$ cat config.mk
export PLATFORM = sky130hd
export DESIGN_NAME = d8fd_queue
export DESIGN_NICKNAME = d
export VERILOG_FILES = /design/src/hdl/d8fd_pkg.sv /design/src/hdl/d8fd_queue.sv
export SDC_FILE = /design/constraint.sdc
export NUM_CORES = 1
export LEC_CHECK = 0
export BUFFER_PORTS_ARGS = -buffer_cell sky130_fd_sc_hd__buf_4
export CORE_AREA = 2 2 128 105
export DETAILED_ROUTE_END_ITERATION = 7
export DIE_AREA = 0 0 130 107
export PLACE_DENSITY = 0.59
export SETUP_SLACK_MARGIN = 0.15
export SLEW_MARGIN = 25
export SYNTH_ARGS = -nofsm -noshare
export SYNTH_HDL_FRONTEND = slang
export SYNTH_SLANG_ARGS = --single-unit
$ cat constraint.sdc
create_clock -name i_clk -period 2.42 [get_ports i_clk]
set_input_delay 0.484 -clock i_clk [delete_from_list [all_inputs] [get_ports i_clk]]
set_output_delay 0.484 -clock i_clk [all_outputs]
set_load 0.02 [all_outputs]
$ cat src/hdl/d8fd_pkg.sv
// ----------------------------------------------------------------------------
// d8fd_pkg
// Shared constants, direction codes and types of the D8 flow direction block.
// ----------------------------------------------------------------------------
package d8fd_pkg;

    localparam int MAX_WIDTH_DEF = 4096;
    localparam int ELEV_BITS_DEF = 24;

    // Job queue between front and back
    localparam int Q_DEPTH = 4;
    localparam int Q_AW    = $clog2(Q_DEPTH);
    localparam int Q_CW    = $clog2(Q_DEPTH + 1);

    // Job layout: nine window samples, result mask, column, row
    localparam int NUM_TAPS = 9;
    localparam int MASK_W   = 4;
    localparam int ROW_W    = 16;
    localparam int COL_W    = 12;
    localparam int FW_W     = 13;
    localparam int DIR_W_BITS = 4;

    // Configuration
    localparam int APB_AW = 3;
    localparam logic [FW_W-1:0]  FRAME_WIDTH_RST  = 13'd4096;
    localparam logic [ROW_W-1:0] FRAME_HEIGHT_RST = 16'd1024;
    localparam logic REG_FRAME_WIDTH  = 1'b0;
    localparam logic REG_FRAME_HEIGHT = 1'b1;

    // D8 codes
    localparam logic [DIR_W_BITS-1:0] DIR_NONE = 4'd0;
    localparam logic [DIR_W_BITS-1:0] DIR_SW   = 4'd1;
    localparam logic [DIR_W_BITS-1:0] DIR_W    = 4'd2;
    localparam logic [DIR_W_BITS-1:0] DIR_NW   = 4'd3;
    localparam logic [DIR_W_BITS-1:0] DIR_N    = 4'd4;
    localparam logic [DIR_W_BITS-1:0] DIR_NE   = 4'd5;
    localparam logic [DIR_W_BITS-1:0] DIR_E    = 4'd6;
    localparam logic [DIR_W_BITS-1:0] DIR_SE   = 4'd7;
    localparam logic [DIR_W_BITS-1:0] DIR_S    = 4'd8;

    // Candidate order: E, W, N, S, NE, NW, SE, SW
    localparam logic [DIR_W_BITS-1:0] DIR_CODE [8] = '{
        DIR_E, DIR_W, DIR_N, DIR_S, DIR_NE, DIR_NW, DIR_SE, DIR_SW
    };

    // 1/sqrt2 in Q0.16; orthogonal weight is a shift by 16
    localparam logic signed [16:0] DIAG_WEIGHT = 17'sd46341;
    localparam int ORTHO_SHIFT = 16;

    typedef struct packed {
        logic            valid;
        logic [Q_CW-1:0] count;
    } t_q_status;

    typedef struct packed {
        logic [COL_W-1:0] column;
        logic [ROW_W-1:0] row;
        logic             last;
    } t_meta;

endpackage

$ cat src/hdl/d8fd_queue.sv
// ----------------------------------------------------------------------------
// d8fd_queue
// Short register queue of window jobs between the front and the back.
// ----------------------------------------------------------------------------
module d8fd_queue #(
    parameter int WIDTH = 32
) (
    input  logic                  i_clk,
    input  logic                  i_rst_n,
    input  logic                  i_push,
    input  logic [WIDTH-1:0]      i_data,
    input  logic                  i_pop,
    output logic [WIDTH-1:0]      o_data,
    output d8fd_pkg::t_q_status   o_status
);

    logic [WIDTH-1:0]               r_mem [d8fd_pkg::Q_DEPTH];
    logic [d8fd_pkg::Q_AW-1:0]      r_wr_ptr;
    logic [d8fd_pkg::Q_AW-1:0]      r_rd_ptr;
    logic [d8fd_pkg::Q_CW-1:0]      r_count;

    always_ff @(posedge i_clk) begin
        if (!i_rst_n) begin
            r_wr_ptr <= '0;
            r_rd_ptr <= '0;
            r_count  <= '0;
        end else begin
            if (i_push) begin
                r_wr_ptr <= r_wr_ptr + 1'b1;
            end
            if (i_pop) begin
                r_rd_ptr <= r_rd_ptr + 1'b1;
            end
            if (i_push && !i_pop) begin
                r_count <= r_count + 1'b1;
            end else if (i_pop && !i_push) begin
                r_count <= r_count - 1'b1;
            end
        end
    end

    always_ff @(posedge i_clk) begin
        if (i_push) begin
            r_mem[r_wr_ptr] <= i_data;
        end
    end

    assign o_data         = r_mem[r_rd_ptr];
    assign o_status.valid = (r_count != '0);
    assign o_status.count = r_count;

endmodule

# Word-level counts from Yosys, hierarchy flattened
# Memory sizes are Yosys's and may differ from the RTL's. A register that Yosys moved wholly into a read port is not among the register bits.
# Cells that the tools add are included.
# totals
reg_bits	7
ramBits	128
in_bits	36
out_inout_bits	36
mem_count	1
# op_classes
addsub	4
muxes	6
n_reduce_logical	6
# memory_table
name	words	word_bits	read_ports	rd_ports_with_merged_regs	write_ports	line_no	rtl
r_mem	4	32	1	1	1	d8fd_queue.sv:17	logic [WIDTH-1:0] r_mem [d8fd_pkg::Q_DEPTH];
# ops
operator	n
2-to-1 mux 3 bit	2
adder 2 x 1 -> 2 bit, second input constant	2
2-to-1 mux 2 bit	2
adder 3 x 1 -> 3 bit, second input constant	1
nonzero test 3 bit	1
subtractor 3 x 1 -> 3 bit, second input constant	1
logical AND 1 bit	2
logical NOT 1 bit	2
2-to-1 mux 1 bit	2
nonzero test 2 bit	1

# Logic depth before layout (Yosys ltp)
# Gate-level depths: netlist of the first run.
# logic_depth
depth_word	4
mapped_depth	7

# Worst setup path before layout of the first run
# No wires, ideal clock.
# synth_timing
path_type	input -> register
from	input i_pop
to	register r_count[2] (netlist name)
setup_time_ns	0.076
arrival_ns	1.685
required_ns	2.344
setup_slack_ns	0.659
stages	7
path_buffers	0
cell_sequence	inv_1 -> ha_1 -> inv_1 -> fa_1 -> xor2_1 -> or3_1 -> a21boi_0
# synth_between
elab_chain_len	3
# synth_rtl
item	line_no	rtl
start: declaration	d8fd_queue.sv:12	input logic i_pop,
logical NOT 1 bit	d8fd_queue.sv:34	if (i_push && !i_pop) begin
logical AND 1 bit	d8fd_queue.sv:34	
2-to-1 mux 3 bit or nonzero test 2 bit (tied branches)	n/a	
end signal: assignment	d8fd_queue.sv:35	r_count <= r_count + 1'b1;
end signal: assignment	d8fd_queue.sv:37	r_count <= r_count - 1'b1;
end: declaration	d8fd_queue.sv:20	logic [d8fd_pkg::Q_CW-1:0] r_count;
# Parallel ways exist; a longest one is shown, timed or not.
# A chain may end at the register's enable or synchronous reset.

==> results_dict.tcl, run 1 <==
set metrics [dict create \
    post-route-period-util_pct 91.3 \
    multi_input_area_um2 977 \
    vias 2293 \
    die_x_um 130 \
    intPower_mw 4.69 \
    synthMuxAreaShare_pct 14.7 \
    slew_violations 0 \
    clockRootBuffer "clkbuf_16" \
    ys_types 19 \
    p_sw_mw 1.31 \
    grt_overflow 0 \
    ir_drop_mv 0.598 \
    powerDensity_nw_per_um2 912 \
    hold_ws_ps 275 \
    period_minus_slack_ps 2210 \
    cts_tree "built" \
    ys_seq_area_share_pct 78.9 \
    synthSimpleGateAreaFrac_pct 1.67 \
    fin_ws_ps 211 \
    cap_violations 0 \
    ant_nets 0 \
    clk_pin_slew_ps 60 \
    worst-path-max-fanout 11 \
    p_seq_share_pct 46.2 \
    port_buffers 71 \
    grt_max_degree 22 \
    clockPowerShare_pct 41.9 \
    synth_fa_ha_area_share_pct 1.62 \
    hold_viol 0 \
    grt_usage_pct 13.5 \
    use_met3_pct 5.59 \
    crit_chain "buf_12, mux4_1, buf_4" \
    grt_setup_unrepaired "yes" \
    pin_count 72 \
    syn-cell-area_um2 5100 \
    final_layout_size_suffix_gt1_share_pct 46.2 \
    grt_util_met1_pct 17.5 \
    cp_top_family "multiplexers" \
    synth_area_per_cell_um2 24.4 \
    gp_congestion 0.643 \
    grt_pass1_wl_mm 13.3 \
    core_um2 12600 \
    synth-compound-area-share_pct 0.245 \
    cts_sinks 137 \
    finClkSkew_ps 11.5 \
    viasPerCell 4.69 \
    cts_hold_buf 0 \
    place_area_um2 5910 \
    syn-num-nets 251 \
    first_pass_iters 4 \
    antenna_found_initial 0 \
    fin_setup_tns_ps 0 \
    gr-max-usage-layer "met2" \
    seq_area_um2 4030 \
    synth_top_family_by_area "multiplexers" \
    hold_class "in2reg" \
    outcome "finished clean" \
    die_y_um 107 \
    ys_seq_elements 137 \
    routed_wl_mm 8.54 \
    sw_frac_of_total_pct 21.8 \
    fill_cells 1020 \
    hpwl_mm 5.17 \
    layout.nets 344 \
    first_iter_violations 148 \
    globalRouteMet2Util_pct 20.8 \
    synth_cells 209 \
    diodes 0 \
    start_util_pct 40.3 \
    htreeDepth 4 \
    start_kind "flip-flop" \
    crit_path_end_kind "primary output" \
    cts-buffers-inserted 17 \
    synth_xor_area_share_pct 0.859 \
    grt_pass1_vias 2468 \
    drc 0 \
    num_rows 37 \
    finalSetupViolCount 0 \
    finalPower_mw 5.99 \
    yosys_warnings 0 \
    clockBufferDepth 2 \
    maxSlewHeadroom_pct 67.7 \
    crit_required_ps 1940 \
    arrival_ps 1730 \
    cp_slowest_cell "mux4_1" \
    critPathKind "reg2out" \
    leakage_nw 2.28 \
    max_stage_delay_ps 570 \
    postLayoutCellArea_um2 6570 \
    die_area_um2 13900 \
    dp_slack_ps 441 \
    fmax_mhz 453 \
    worstMarginPinSlew_ps 484 \
    crit_buf_inv 2 \
    drt-wirelength-per-cell_um 17.5 \
    insertion_delay_ps 410 \
    syn_to_final_growth_pct 28.9 \
    comb_power_share_pct 11.9 \
]
-- flip-flops by register name (all words and copies together), names as in the netlist, named ones only --
| signal | cells |
|---|---|
| r_mem | 128 |
| r_count | 3 |
| r_rd_ptr | 2 |
| r_wr_ptr | 2 |
-- power groups by stage --
stage | clock, mW | sequential, mW | combinational (mW)
floorplan | 0 | 2.81 | 0.405
global placement | 0 | 2.82 | 0.691
detailed placement | 0 | 2.82 | 0.696
CTS | 2.58 | 2.77 | 0.723
global route | 2.68 | 2.78 | 0.770
finish | 2.51 | 2.77 | 0.714
-- placed cells by master (no fill, tap or decap), drive strengths merged --
master,count
mux4,32
clkinvlp,2
edfxtp,128
nor2b,2
xnor2,2
dfxtp,9
and2,9
or3,2
xor2,3
ha,5
fa,1
a21boi,1
clkinv,7
o21ai,1
inv,5
bufinv,3
nand2,1
buf,81
clkbuf,18
mux2i,2
-- cells in the mapped netlist, drive strengths merged --
| cell type | n | area [um^2] |
|---|---|---|
| edfxtp | 128 | 3840 |
| ha | 5 | 62.6 |
| o21ai | 1 | 5.00 |
| mux4 | 32 | 728 |
| xor2 | 3 | 26.3 |
| a21boi | 1 | 7.51 |
| nand2 | 1 | 3.75 |
| fa | 1 | 20.0 |
| dfxtp | 9 | 180 |
| mux2i | 2 | 20.0 |
| buf | 7 | 86.3 |
| inv | 4 | 15.0 |
| or3 | 2 | 12.5 |
| xnor2 | 2 | 17.5 |
| nor2b | 2 | 12.5 |
| and2 | 9 | 56.3 |
-- final timing paths --
check | start | end | slack [ps] | depth (start not counted)
worst max-delay path | flip-flop | o_data[29] | 210 | 3
worst max register to register | r_wr_ptr[0]$_SDFFE_PN0P_ | r_mem[0][13]$_DFFE_PP_ | 830 | 4
worst min-delay path | i_data[2] | r_mem[3][2]$_DFFE_PP_ | 280 | 1
worst min register to register | r_count[2]$_SDFFE_PN0P_ | r_count[2]$_SDFFE_PN0P_ | 540 | 2
-- area by class of cell --
type | count | share of cell area, %
sequential | 137 | 61.4
multi-input combinational | 61 | 14.9
timing repair buffer | 81 | 11.3
inverter | 4 | 0.229
tap | 175 | 3.33
clock buffer | 18 | 6.53
clock inverter | 13 | 2.34
-- through the flow --
step,utilization [%],std cells
finish,52.0,489
global route,52.0,489
CTS,51.8,489
detailed placement,46.8,455
global placement,46.8,455
floorplan,-,209
-- logic make-up after synthesis --
group / count (synthesis)
xor+xnor: 5
compound gates: 2
fa+ha+maj: 6
flops: 137
buf+inv: 11
simple gates: 14
mux: 34
-- worst register-to-register path, delay by kind of cell, from the launching register on --
kind,cells,cell delay (ps)
adder cells (fa/ha/maj),1,130
buffers and inverters,2,350
flip-flops,1,350
AND/OR/NAND/NOR,1,450
-- repair_timing --
action                     4_1_cts  5_1_grt
setup buffers                    2        0
pin swaps                        0        0
resized for setup                2        5
setup endpoints to repair       27        6
gates cloned                     1        0
-- per-layer routing --
layer,vias up,wire [um]
met5,-,0
met4,0,38
met3,4,453
met2,60,4170
met1,1169,3880
li1,1060,-
Power figures use the tool's default switching activity.
==> run 2: changes to the inputs <==
- clock period: 2.42 -> 2.12 ns (I/O delays scaled with it)
==> run 2 against run 1 <==
Design area rose by 3.1%. Worst hold slack worse by 63 ps. The flow now finishes with violations (setup timing). Final cell count grew 1.4%. Global-route usage increased by 0.66 points. Critical path depth rose by 1. Sequential cell count unchanged. Sequential power increased by 14%.
==> results_dict.tcl, run 2 (synthesis gave the netlist of run 1 again) <==
set metrics [dict create \
    leakage_nw 2.36 \
    worstHoldPathCells 1 \
    viasPerCell 4.78 \
    diodes 0 \
    outcome "finished with violations" \
    crit_chain "buf_12, buf_12, mux4_2, buf_6" \
    cp_top_family "multiplexers" \
    clockRootBuffer "clkbuf_16" \
    antenna_found_initial 0 \
    clockBufferDepth 2 \
    first_iter_violations 137 \
    gp_congestion 0.656 \
    drt-wirelength-per-cell_um 18.1 \
    finClkSkew_ps 7.07 \
    cap_violations 0 \
    period_minus_slack_ps 2170 \
    top_register "r_mem" \
    crit_buf_inv 3 \
    grt_setup_unrepaired "yes" \
    grt_usage_pct 14.2 \
    core_um2 12600 \
    die_x_um 130 \
    grt_overflow 0 \
    cp_common_cell "buf_12" \
    layout.nets 350 \
    port_buffers 71 \
    hold_end "r_mem[2][29]$_DFFE_PP_" \
    fin_setup_tns_ps -581 \
    worstHoldStart "i_data[29]" \
    vias 2372 \
    crit_required_ps 1700 \
    reg2reg_from "r_wr_ptr[0]$_SDFFE_PN0P_" \
    grt_pass1_vias 2525 \
    grt_max_degree 22 \
    worstMarginPinSlew_ps 369 \
    reg_top3 "r_mem x128, r_count x3" \
    num_rows 37 \
    cp_slowest_cell "mux4_2" \
    hold_viol 0 \
    violations "setup timing" \
    largest_reg_flops 128 \
    dp.cells 458 \
    rrSetupSlack_ps 600 \
    powerDensity_nw_per_um2 1050 \
    final_layout_size_suffix_gt1_share_pct 48.6 \
    ir_drop_mv 0.527 \
    start_util_pct 40.3 \
    finalPower_mw 7.09 \
    crit_path_end_kind "primary output" \
    maxSlewHeadroom_pct 75.4 \
    ant_nets 0 \
    hpwl_mm 5.35 \
    worstRegToRegCells 4 \
    final_cell_mix "edfxtp_1, buf_4, mux4_2, buf_6, clkbuf_16" \
    htreeDepth 4 \
    slew_violations 0 \
    hold_class "in2reg" \
    pin_count 72 \
    die_area_um2 13900 \
    drc 0 \
    cts-buffers-inserted 17 \
    clk_pin_slew_ps 60 \
    final_common_cell "edfxtp_1" \
    arrival_ps 1740 \
    final_cells 496 \
    r2r-end "r_mem[0][26]$_DFFE_PP_" \
    worst-path-max-fanout 6 \
    fin_ws_ps -47.0 \
    start_kind "flip-flop" \
    cts_sinks 137 \
    insertion_delay_ps 410 \
    syn_to_final_growth_pct 32.9 \
    cts_tree "built" \
    cts_hold_buf 0 \
    first_pass_iters 4 \
    max_stage_delay_ps 530 \
    finalSetupViolCount 23 \
    grt_pass1_wl_mm 14.0 \
    post-route-period-util_pct 102 \
    routed_wl_mm 8.99 \
    die_y_um 107 \
    critPathKind "reg2out" \
    dp_slack_ps 183 \
    fmax_mhz 461 \
]
[run 2: changes by cell type in the layout (fill, tap and decap cells not counted), moves of 2 or more]
cell	change
buf_12	-2
inv_6	+3
mux4_1	-2
buf_4	-23
buf_16	+3
clkinv_2	-3
mux4_2	+2
buf_6	+28
[run 2: how the worst max path moves through the flow]
stage                                    to  slack, ps  cells past startpoint
finish                           o_data[25]        -50                      4
global route                     o_data[22]       -100                      4
CTS                              o_data[25]        -80                      4
detailed placement  r_count[2]$_SDFFE_PN0P_        180                      8
global placement    r_count[2]$_SDFFE_PN0P_        260                      8
floorplan             r_mem[2][0]$_DFFE_PP_        400                      3
[run 2: layout make-up]
cell class	instances	area (um^2)
Sequential cell	137	4030
Multi-Input combinational cell	61	970
Fill cell	1010	5860
Clock inverter	15	189
Inverter	4	15.0
Timing Repair Buffer	87	928
Tap cell	175	219
Clock buffer	17	425
[run 2: per-stage QoR]
stage / instance area (um^2) / utilization, % / hold slack [ps]
after floorplan: 5100 / - / 523
after global placement: 5880 / 46.5 / 493
after detailed placement: 5880 / 46.5 / 522
after CTS: 6780 / 53.6 / 197
after global routing: 6780 / 53.6 / 198
final: 6780 / 53.6 / 212
[run 2: repair_timing]
item                                    4_1_cts  5_1_grt
cloned                                        4        0
buffers inserted                              2        0
gates resized for setup                      42        0
endpoints found under the setup margin       32       32
[run 2: where the power goes]
part	switching [mW]	internal (mW)	total, mW
clock network	1.14	1.87	3.01
registers	0.0435	3.10	3.15
logic	0.441	0.495	0.936
[run 2: layer usage]
layer / global-route usage, % / share of wire [%]
met5: 0 / 0
met4: 6.68 / 1.6
met3: 4.04 / 5.0
met2: 22.4 / 49
met1: 18.1 / 44
