**src/hdl/d8fd_pkg.sv**
```systemverilog
// ----------------------------------------------------------------------------
// d8fd_pkg
// Shared constants, direction codes and types of the D8 flow direction block.
// ----------------------------------------------------------------------------
package d8fd_pkg;

    localparam int MAX_WIDTH_DEF = 4096;
    localparam int ELEV_BITS_DEF = 24;

    // Job queue between front and back
    localparam int Q_DEPTH = 4;
    localparam int Q_AW    = $clog2(Q_DEPTH);
    localparam int Q_CW    = $clog2(Q_DEPTH + 1);

    // Job layout: nine window samples, result mask, column, row
    localparam int NUM_TAPS = 9;
    localparam int MASK_W   = 4;
    localparam int ROW_W    = 16;
    localparam int COL_W    = 12;
    localparam int FW_W     = 13;
    localparam int DIR_W_BITS = 4;

    // Configuration
    localparam int APB_AW = 3;
    localparam logic [FW_W-1:0]  FRAME_WIDTH_RST  = 13'd4096;
    localparam logic [ROW_W-1:0] FRAME_HEIGHT_RST = 16'd1024;
    localparam logic REG_FRAME_WIDTH  = 1'b0;
    localparam logic REG_FRAME_HEIGHT = 1'b1;

    // D8 codes
    localparam logic [DIR_W_BITS-1:0] DIR_NONE = 4'd0;
    localparam logic [DIR_W_BITS-1:0] DIR_SW   = 4'd1;
    localparam logic [DIR_W_BITS-1:0] DIR_W    = 4'd2;
    localparam logic [DIR_W_BITS-1:0] DIR_NW   = 4'd3;
    localparam logic [DIR_W_BITS-1:0] DIR_N    = 4'd4;
    localparam logic [DIR_W_BITS-1:0] DIR_NE   = 4'd5;
    localparam logic [DIR_W_BITS-1:0] DIR_E    = 4'd6;
    localparam logic [DIR_W_BITS-1:0] DIR_SE   = 4'd7;
    localparam logic [DIR_W_BITS-1:0] DIR_S    = 4'd8;

    // Candidate order: E, W, N, S, NE, NW, SE, SW
    localparam logic [DIR_W_BITS-1:0] DIR_CODE [8] = '{
        DIR_E, DIR_W, DIR_N, DIR_S, DIR_NE, DIR_NW, DIR_SE, DIR_SW
    };

    // 1/sqrt2 in Q0.16; orthogonal weight is a shift by 16
    localparam logic signed [16:0] DIAG_WEIGHT = 17'sd46341;
    localparam int ORTHO_SHIFT = 16;

    typedef struct packed {
        logic            valid;
        logic [Q_CW-1:0] count;
    } t_q_status;

    typedef struct packed {
        logic [COL_W-1:0] column;
        logic [ROW_W-1:0] row;
        logic             last;
    } t_meta;

endpackage

```
**src/hdl/d8fd_back.sv**
```systemverilog
// ----------------------------------------------------------------------------
// d8fd_back
// Takes window jobs from the queue, issues one pixel per cycle unless stalled
// and finds the steepest descent through drop, weight and compare stages.
// ----------------------------------------------------------------------------
module d8fd_back #(
    parameter int  MAX_WIDTH = d8fd_pkg::MAX_WIDTH_DEF,
    parameter int  ELEV_BITS = d8fd_pkg::ELEV_BITS_DEF,
    localparam int CW        = $clog2(MAX_WIDTH),
    localparam int JW        = d8fd_pkg::NUM_TAPS * ELEV_BITS + d8fd_pkg::MASK_W
                               + CW + d8fd_pkg::ROW_W
) (
    input  logic                                 i_clk,
    input  logic                                 i_rst_n,
    input  d8fd_pkg::t_q_status                  i_q_status,
    input  logic [JW-1:0]                        i_job,
    output logic                                 o_pop,
    output logic                                 o_out_valid,
    input  logic                                 i_out_ready,
    output logic [d8fd_pkg::DIR_W_BITS-1:0]      o_direction,
    output logic [d8fd_pkg::COL_W-1:0]           o_column,
    output logic [d8fd_pkg::ROW_W-1:0]           o_row,
    output logic                                 o_last_in_run
);

    localparam int EB      = ELEV_BITS;
    localparam int DW      = EB + 1;
    localparam int WW      = EB + 18;
    localparam int XW      = (CW > d8fd_pkg::COL_W) ? CW : d8fd_pkg::COL_W;
    localparam int MASK_LO = d8fd_pkg::NUM_TAPS * EB;
    localparam int CX_LO   = MASK_LO + d8fd_pkg::MASK_W;
    localparam int CY_LO   = CX_LO + CW;

    logic [JW-1:0]                     r_job;
    logic [d8fd_pkg::MASK_W-1:0]       r_mask;

    logic signed [EB-1:0]              w_s [9];
    logic [CW-1:0]                     w_cx;
    logic [d8fd_pkg::ROW_W-1:0]        w_cy;
    logic [d8fd_pkg::MASK_W-1:0]       w_low;
    logic [d8fd_pkg::MASK_W-1:0]       w_rem;
    logic                              w_right;
    logic                              w_pass1;
    logic                              w_lsel;
    logic                              w_tsel;
    logic signed [EB-1:0]              w_cl [3];
    logic signed [EB-1:0]              w_cm [3];
    logic signed [EB-1:0]              w_cr [3];
    logic signed [EB-1:0]              w_center;
    logic signed [EB-1:0]              w_nb [8];
    logic signed [DW-1:0]              w_d [8];
    logic [CW-1:0]                     w_x;
    logic [XW-1:0]                     w_x_ext;
    d8fd_pkg::t_meta                   w_meta;
    logic                              w_en;

    logic                              r_e1_valid;
    logic signed [DW-1:0]              r_e1_d [8];
    d8fd_pkg::t_meta                   r_e1_meta;

    logic                              r_e2_valid;
    logic signed [WW-1:0]              r_e2_w [8];
    d8fd_pkg::t_meta                   r_e2_meta;

    logic signed [WW-1:0]              w_l1_w [4];
    logic [d8fd_pkg::DIR_W_BITS-1:0]   w_l1_c [4];
    logic signed [WW-1:0]              w_l2_w [2];
    logic [d8fd_pkg::DIR_W_BITS-1:0]   w_l2_c [2];

    logic                              r_e3_valid;
    logic signed [WW-1:0]              r_e3_w [2];
    logic [d8fd_pkg::DIR_W_BITS-1:0]   r_e3_c [2];
    d8fd_pkg::t_meta                   r_e3_meta;

    logic signed [WW-1:0]              w_fin_w;
    logic [d8fd_pkg::DIR_W_BITS-1:0]   w_fin_c;
    logic [d8fd_pkg::DIR_W_BITS-1:0]   w_dir;

    logic                              r_out_valid;
    logic [d8fd_pkg::DIR_W_BITS-1:0]   r_direction;
    d8fd_pkg::t_meta                   r_out_meta;

    // All stages advance together unless the output holds a result
    assign w_en = !r_out_valid || i_out_ready;

    // Issue: lowest pending result of the current job
    assign w_low   = r_mask & (~r_mask + 1'b1);
    assign w_rem   = r_mask & ~w_low;
    assign w_right = w_low[1] | w_low[3];
    assign w_pass1 = w_low[2] | w_low[3];
    assign o_pop   = w_en && i_q_status.valid && (w_rem == '0);

    always_comb begin
        for (int k = 0; k < 9; k++) begin
            w_s[k] = $signed(r_job[k*EB +: EB]);
        end
    end

    assign w_cx = r_job[CX_LO +: CW];
    assign w_cy = r_job[CY_LO +: d8fd_pkg::ROW_W];

    // Edge clamp: left column and top row fall back onto the pixel itself
    assign w_lsel = w_right || (w_cx == CW'(1));
    assign w_tsel = w_pass1 || (w_cy == 16'd1);

    always_comb begin
        for (int r = 0; r < 3; r++) begin
            w_cl[r] = w_lsel  ? w_s[3 + r] : w_s[r];
            w_cm[r] = w_right ? w_s[6 + r] : w_s[3 + r];
            w_cr[r] = w_s[6 + r];
        end
        w_center = w_pass1 ? w_cm[2] : w_cm[1];
        w_nb[0]  = w_pass1 ? w_cr[2] : w_cr[1];
        w_nb[1]  = w_pass1 ? w_cl[2] : w_cl[1];
        w_nb[2]  = w_cm[2];
        w_nb[3]  = w_tsel ? w_cm[1] : w_cm[0];
        w_nb[4]  = w_cr[2];
        w_nb[5]  = w_cl[2];
        w_nb[6]  = w_tsel ? w_cr[1] : w_cr[0];
        w_nb[7]  = w_tsel ? w_cl[1] : w_cl[0];
        for (int k = 0; k < 8; k++) begin
            w_d[k] = DW'(w_center) - DW'(w_nb[k]);
        end
    end

    assign w_x         = w_right ? w_cx : w_cx - 1'b1;
    assign w_x_ext     = XW'(w_x);
    assign w_meta.column = w_x_ext[d8fd_pkg::COL_W-1:0];
    assign w_meta.row    = w_pass1 ? w_cy : w_cy - 1'b1;
    assign w_meta.last   = (w_rem == '0);

    always_ff @(posedge i_clk) begin
        if (!i_rst_n) begin
            r_mask      <= '0;
            r_e1_valid  <= 1'b0;
            r_e2_valid  <= 1'b0;
            r_e3_valid  <= 1'b0;
            r_out_valid <= 1'b0;
        end else if (w_en) begin
            r_mask      <= o_pop ? i_job[MASK_LO +: d8fd_pkg::MASK_W] : w_rem;
            r_e1_valid  <= (r_mask != '0);
            r_e2_valid  <= r_e1_valid;
            r_e3_valid  <= r_e2_valid;
            r_out_valid <= r_e3_valid;
        end
    end

    always_ff @(posedge i_clk) begin
        if (o_pop) begin
            r_job <= i_job;
        end
    end

    // Drop, weight, pairwise compare, final compare
    always_ff @(posedge i_clk) begin
        if (w_en) begin
            for (int k = 0; k < 8; k++) begin
                r_e1_d[k] <= w_d[k];
            end
            r_e1_meta <= w_meta;
            for (int k = 0; k < 4; k++) begin
                r_e2_w[k]     <= WW'(r_e1_d[k]) <<< d8fd_pkg::ORTHO_SHIFT;
                r_e2_w[4 + k] <= WW'(r_e1_d[4 + k]) * WW'(d8fd_pkg::DIAG_WEIGHT);
            end
            r_e2_meta <= r_e1_meta;
            for (int q = 0; q < 2; q++) begin
                r_e3_w[q] <= w_l2_w[q];
                r_e3_c[q] <= w_l2_c[q];
            end
            r_e3_meta   <= r_e2_meta;
            r_direction <= w_dir;
            r_out_meta  <= r_e3_meta;
        end
    end

    // Earlier candidate keeps a tie
    always_comb begin
        for (int p = 0; p < 4; p++) begin
            if (r_e2_w[2*p + 1] > r_e2_w[2*p]) begin
                w_l1_w[p] = r_e2_w[2*p + 1];
                w_l1_c[p] = d8fd_pkg::DIR_CODE[2*p + 1];
            end else begin
                w_l1_w[p] = r_e2_w[2*p];
                w_l1_c[p] = d8fd_pkg::DIR_CODE[2*p];
            end
        end
        for (int q = 0; q < 2; q++) begin
            if (w_l1_w[2*q + 1] > w_l1_w[2*q]) begin
                w_l2_w[q] = w_l1_w[2*q + 1];
                w_l2_c[q] = w_l1_c[2*q + 1];
            end else begin
                w_l2_w[q] = w_l1_w[2*q];
                w_l2_c[q] = w_l1_c[2*q];
            end
        end
    end

    assign w_fin_w = (r_e3_w[1] > r_e3_w[0]) ? r_e3_w[1] : r_e3_w[0];
    assign w_fin_c = (r_e3_w[1] > r_e3_w[0]) ? r_e3_c[1] : r_e3_c[0];
    assign w_dir   = (!w_fin_w[WW-1] && (w_fin_w != '0)) ? w_fin_c : d8fd_pkg::DIR_NONE;

    assign o_out_valid   = r_out_valid;
    assign o_direction   = r_direction;
    assign o_column      = r_out_meta.column;
    assign o_row         = r_out_meta.row;
    assign o_last_in_run = r_out_meta.last;

endmodule

```
**config.mk**
```make
export PLATFORM = sky130hd
export DESIGN_NAME = d8fd_back
export DESIGN_NICKNAME = d
export VERILOG_FILES = /design/src/hdl/d8fd_pkg.sv /design/src/hdl/d8fd_back.sv
export SDC_FILE = /design/constraint.sdc
export NUM_CORES = 2
export LEC_CHECK = 0
export ABC_AREA = 1
export BUFFER_PORTS_ARGS = -buffer_cell sky130_fd_sc_hd__buf_2
export CAP_MARGIN = 30
export CORE_MARGIN = 8
export CORE_UTILIZATION = 60
export DETAILED_ROUTE_END_ITERATION = 8
export PLACE_DENSITY_LB_ADDON = 0.15
export SLEW_MARGIN = 25
export SYNTH_ARGS = -nofsm -noshare
export SYNTH_HDL_FRONTEND = slang
export SYNTH_SLANG_ARGS = --single-unit
```
**constraint.sdc**
```tcl
create_clock -name i_clk -period 44.8 [get_ports i_clk]
set_input_delay 8.96 -clock i_clk [delete_from_list [all_inputs] [get_ports i_clk]]
set_output_delay 8.96 -clock i_clk [all_outputs]
set_load 0.02 [all_outputs]
```
-- Word level (Yosys, flattened, before mapping)
Memories as Yosys holds them, arrays and structs flattened.
Index checks and enable logic that the tools add are counted.
- register bits after elaboration: 376
- bits in writable memories: 628
- output and inout bits: 35
- memories kept: 4
- memories (memory ; words ; width ; rd ports ; clocked after Yosys merged registers in ; wr ports ; line ; RTL):
    r_e2_w ; 8 ; 42 ; 8 ; 0 ; 8 ; d8fd_back.sv:62 ; logic signed [WW-1:0] r_e2_w [8];
    r_e1_d ; 8 ; 25 ; 8 ; 0 ; 8 ; d8fd_back.sv:58 ; logic signed [DW-1:0] r_e1_d [8];
    r_e3_w ; 2 ; 42 ; 2 ; 0 ; 2 ; d8fd_back.sv:71 ; logic signed [WW-1:0] r_e3_w [2];
    r_e3_c ; 2 ; 4 ; 2 ; 0 ; 2 ; d8fd_back.sv:72 ; logic [d8fd_pkg::DIR_W_BITS-1:0] r_e3_c [2];
- add/sub/neg operators: 11
- multiply operators: 4
- $lt $le $gt $ge: 7
- equal/unequal tests: 2
- muxes and demuxes: 31
- bitwise logic cells: 6
- reductions and logical operators: 11
- operators by type and width (kind ; count):
    42-bit > comparator ; 7
    42-bit two-way mux ; 7
    24-bit two-way mux ; 12
    24-bit by 24-bit subtractor with 25-bit output ; 8
    25-bit by 17-bit multiplier with 42-bit output (second input constant) ; 4
    42-bit nonzero test ; 1
    4-bit two-way mux ; 5
    16-bit by 1-bit equality test with 1-bit output (second input constant) ; 1
    16-bit two-way mux ; 1
    16-bit by 1-bit subtractor with 16-bit output (second input constant) ; 1
    12-bit by 1-bit equality test with 1-bit output (second input constant) ; 1
    12-bit two-way mux ; 1
    12-bit by 1-bit subtractor with 12-bit output (second input constant) ; 1
    3-bit two-way mux ; 3
    4-bit AND ; 2
    4-bit NOT ; 2
    4-bit by 1-bit adder with 4-bit output (second input constant) ; 1
    4-bit logical NOT ; 1
    4-bit nonzero test ; 1
    1-bit logical AND ; 3
    1-bit logical OR ; 3
    1-bit logical NOT ; 2
    1-bit two-way mux ; 2
    1-bit bitwise OR ; 2

-- Depth between registers and ports, before layout
- depth in word-level cells: 8
- gate-level depth with buffers: 34
- gate-level depth less buffers: 32

-- Worst setup path before layout
Ideal clock, no wire load.
- path type: input -> output
- start: input i_out_ready
- end: output o_pop
- data arrival time: 33200 ps
- required time: 35840 ps
- path slack: 2640 ps
- stages on the path: 4
- path through: nor2_1 > inv_1 > nand2_1 > nor2_1
- longest elaborated chain between the ends: 3
- RTL lines (item ; line ; RTL):
    from (decl) ; d8fd_back.sv:19 ; input logic i_out_ready,
    1-bit logical OR ; d8fd_back.sv:84 ; assign w_en = !r_out_valid || i_out_ready;
    1-bit logical AND (2 in a row) ; d8fd_back.sv:91 ; assign o_pop = w_en && i_q_status.valid && (w_rem == '0);
    to (decl) ; d8fd_back.sv:17 ; output logic o_pop,
No other way between the ends.

-- Final worst setup path
Same ends and word-level chain as after synthesis.

==> qor.csv <==
stage,metric,value,unit
logic_synthesis,synth_cells,8716,
logic_synthesis,ys_seq_elements,912,
timing,setup_viol,0,
logic_synthesis,synth_cell_types,55,
logic_synthesis,synth_area,80600,um2
logic_synthesis,async_flop_share,0,%
die,io_pins,290,
timing,final_max_slew_viol_count,0,
global_routing,grt.overflow.total,0,
critical_path,r2r_cells,19,
worst_hold_path,hp-start,r_e1_d[0][79]$_DFFE_PN_,
global_routing,grt_use_total,32.6,%
timing,clock.fmax,51.3,MHz
route,wl_per_cell,22.3,um
place,gp_congestion,1.05,
global_routing,grt_pass1_wl,364,mm
clocking,cts_root_buf,clkbuf_16,
route,vias,62000,
route,initialDrtViolationCount,5168,
die,die_h,382,um
logic_synthesis,yosysWarnings,0,
worst_hold_path,holdPathStages,0,
finish,drive_gt1_share,5.86,%
clocking,cts_setup_buffers,0,
logic_synthesis,synth_enable_flop_cells,904,
status,status,completed,
clocking,cts-resized-gates,0,
critical_path,cp-end-kind,output port,
clocking,holdBufCountCts,0,
die,core,133000,um2
critical_path,path_common_cell,buf_2,
timing,worst_pin_slew,1.16,ns
timing,finalSetupTns,0,ns
timing,finalHoldViolCount,0,
place,port_buffers,286,
clocking,cts_made_buffers,93,
critical_path,cp_cell_sequence,buf_2 -> nor2_1 -> inv_8 -> nand2_1 -> nor2_4 -> buf_2,
worst_hold_path,holdPathEnd,r_e2_w[0][146]$_DFFE_PN_,
timing,rsz0062_at_grt,false,
critical_path,max_stage_delay,0.58,ns
place,hpwl,203,mm
route,ant_nets,0,
die,row_count,134,
logic_synthesis,synth-seq-area-share,33.9,%
critical_path,r2r_start,r_e2_w[1][143]$_DFFE_PN_,
die,die_w,382,um
global_routing,grt_max_degree,185,
die,initial_utilization,60.4,%
route,drcViolationCount,0,
global_routing,antenna_found_initial,6,
route,drt_pre_antenna_iters,8,
timing,skew,0.0511,ns
route,wirelength,242,mm
timing,min_period_over_period,43.5,%
logic_synthesis,syn_avg_cell_area,9.24,um2
critical_path,crit_type,in2out,
clocking,cts_tree,built,
critical_path,crit_arrival,10.51,ns
timing,relSlewSlack,21.7,%
worst_hold_path,hold_class,reg2reg,
finish,fin_nets,11000,
critical_path,cp-start-kind,primary input,
clocking,cts_max_level,3,
clocking,clkSlewWorstSetupHoldPaths,0.06,ns
critical_path,rrSetupSlack,38.69,ns
critical_path,slowest_stage,nor2_1,
route,viasPerCell,5.69,
clocking,cts.sinks,912,
critical_path,required,35.84,ns
clocking,insertion_delay,0.73,ns
logic_synthesis,synthFlopType,edfxtp_1,
die,die-area,146000,um2
timing,fin_crit,19.47,ns
clocking,clock_path_buffers,3,
critical_path,path_max_fanout,115,
critical_path,reg2reg_to,r_e3_w[0][63]$_DFFE_PN_,
run,cap_violations,0,
global_routing,grt_pass1_vias,62500,
finish,syn_to_final_growth,8.38,%
logic_synthesis,synth_nets,10600,
==> cell usage in the layout (no fill, tap or decap), types with 93 or more instances in the layout <==
cell and instances:
a21oi_1 472, buf_2 292, clkbuf_16 93, edfxtp_1 904, fa_1 512, ha_1 1151, inv_1 1708, nand2_1 1464
nand3_1 497, nand4_1 98, nor2_1 461, o21ai_0 495, xnor2_1 102, xor2_1 244
==> metrics by stage <==
step	cells	setup WS (ns)	hold WS, ns	area [um2]	util, %
global placement	10700	25.30	0.400	84000	63.0
detailed placement	10700	25.30	0.405	84100	63.1
finish	10900	25.33	0.397	87300	65.5
global route	10900	25.17	0.414	87300	65.5
CTS	10900	25.29	0.394	87200	65.4
floorplan	8716	2.64	0.400	80600	-
==> cell usage after synthesis, types with 67 or more instances <==
library cell,count,area (um2)
and2_1,67,419
a21oi_1,472,2360
xnor2_1,102,893
edfxtp_1,904,27100
nand3_1,498,2490
inv_1,1710,6420
ha_1,1151,14400
nor2_1,462,1730
xor2_1,244,2140
nand2_1,1466,5500
o21ai_0,498,2490
fa_1,512,10200
nor3_1,67,335
nand4_1,98,613
==> worst max-delay path, delay by kind of cell <==
family	cells	cell delay (ns)
simple gates	3	0.87
buf+inv	3	0.66
==> area by class of cell <==
| class | count | area (um2) |
|---|---|---|
| fill | 10900 | 46000 |
| tap | 1768 | 2210 |
| sequential | 912 | 27300 |
| inverter | 1716 | 6450 |
| multi-input combinational | 5978 | 46200 |
| clock buffer | 102 | 2360 |
| clock inverter | 68 | 783 |
| antenna | 6 | 15.0 |
| timing repair buffer | 346 | 1970 |
==> state kept, by name (all words and copies together) (netlist names) <==
name,cells
r_e2_meta,29
r_e1_valid,1
o_direction,4
o_column,12
r_mask,4
r_e3_valid,1
o_last_in_run,1
o_row,16
r_e3_c,5
r_e2_w,268
r_e3_w,67
o_out_valid,1
r_e1_d,200
r_job,244
r_e2_valid,1
r_e1_meta,29
r_e3_meta,29
==> layer usage <==
metal	track usage, %	wire, um
met1	43.5	102000
met2	52.7	110000
met3	4.78	17100
met4	15.0	13300
met5	0	23
==> how the worst max path moves through the flow <==
| stage | from | end | slack [ns] | cells after the start |
|---|---|---|---|---|
| after global routing | i_out_ready | o_pop | 25.17 | 6 |
| after detailed placement | i_out_ready | o_pop | 25.30 | 6 |
| after CTS | i_out_ready | o_pop | 25.29 | 6 |
| after floorplan | i_out_ready | o_pop | 2.64 | 4 |
| final | i_out_ready | o_pop | 25.33 | 6 |
| after global placement | i_out_ready | o_pop | 25.30 | 6 |
==> kinds of logic after synthesis <==
kind of cell / after synthesis / share of synthesized area (%)
and+or+nand+nor: 2748 / 14.6
buffers and inverters: 1826 / 8.77
adders and majority gates: 1663 / 30.6
AOI/OAI and AO/OA: 1218 / 8.32
DFF: 912 / 33.9
xor gates and xnor gates: 346 / 3.76
muxes: 3 / 0.0373
Power is left out: the tool's default activity adds up to more than one toggle a clock period on the data nets, which glitch-free logic cannot reach.
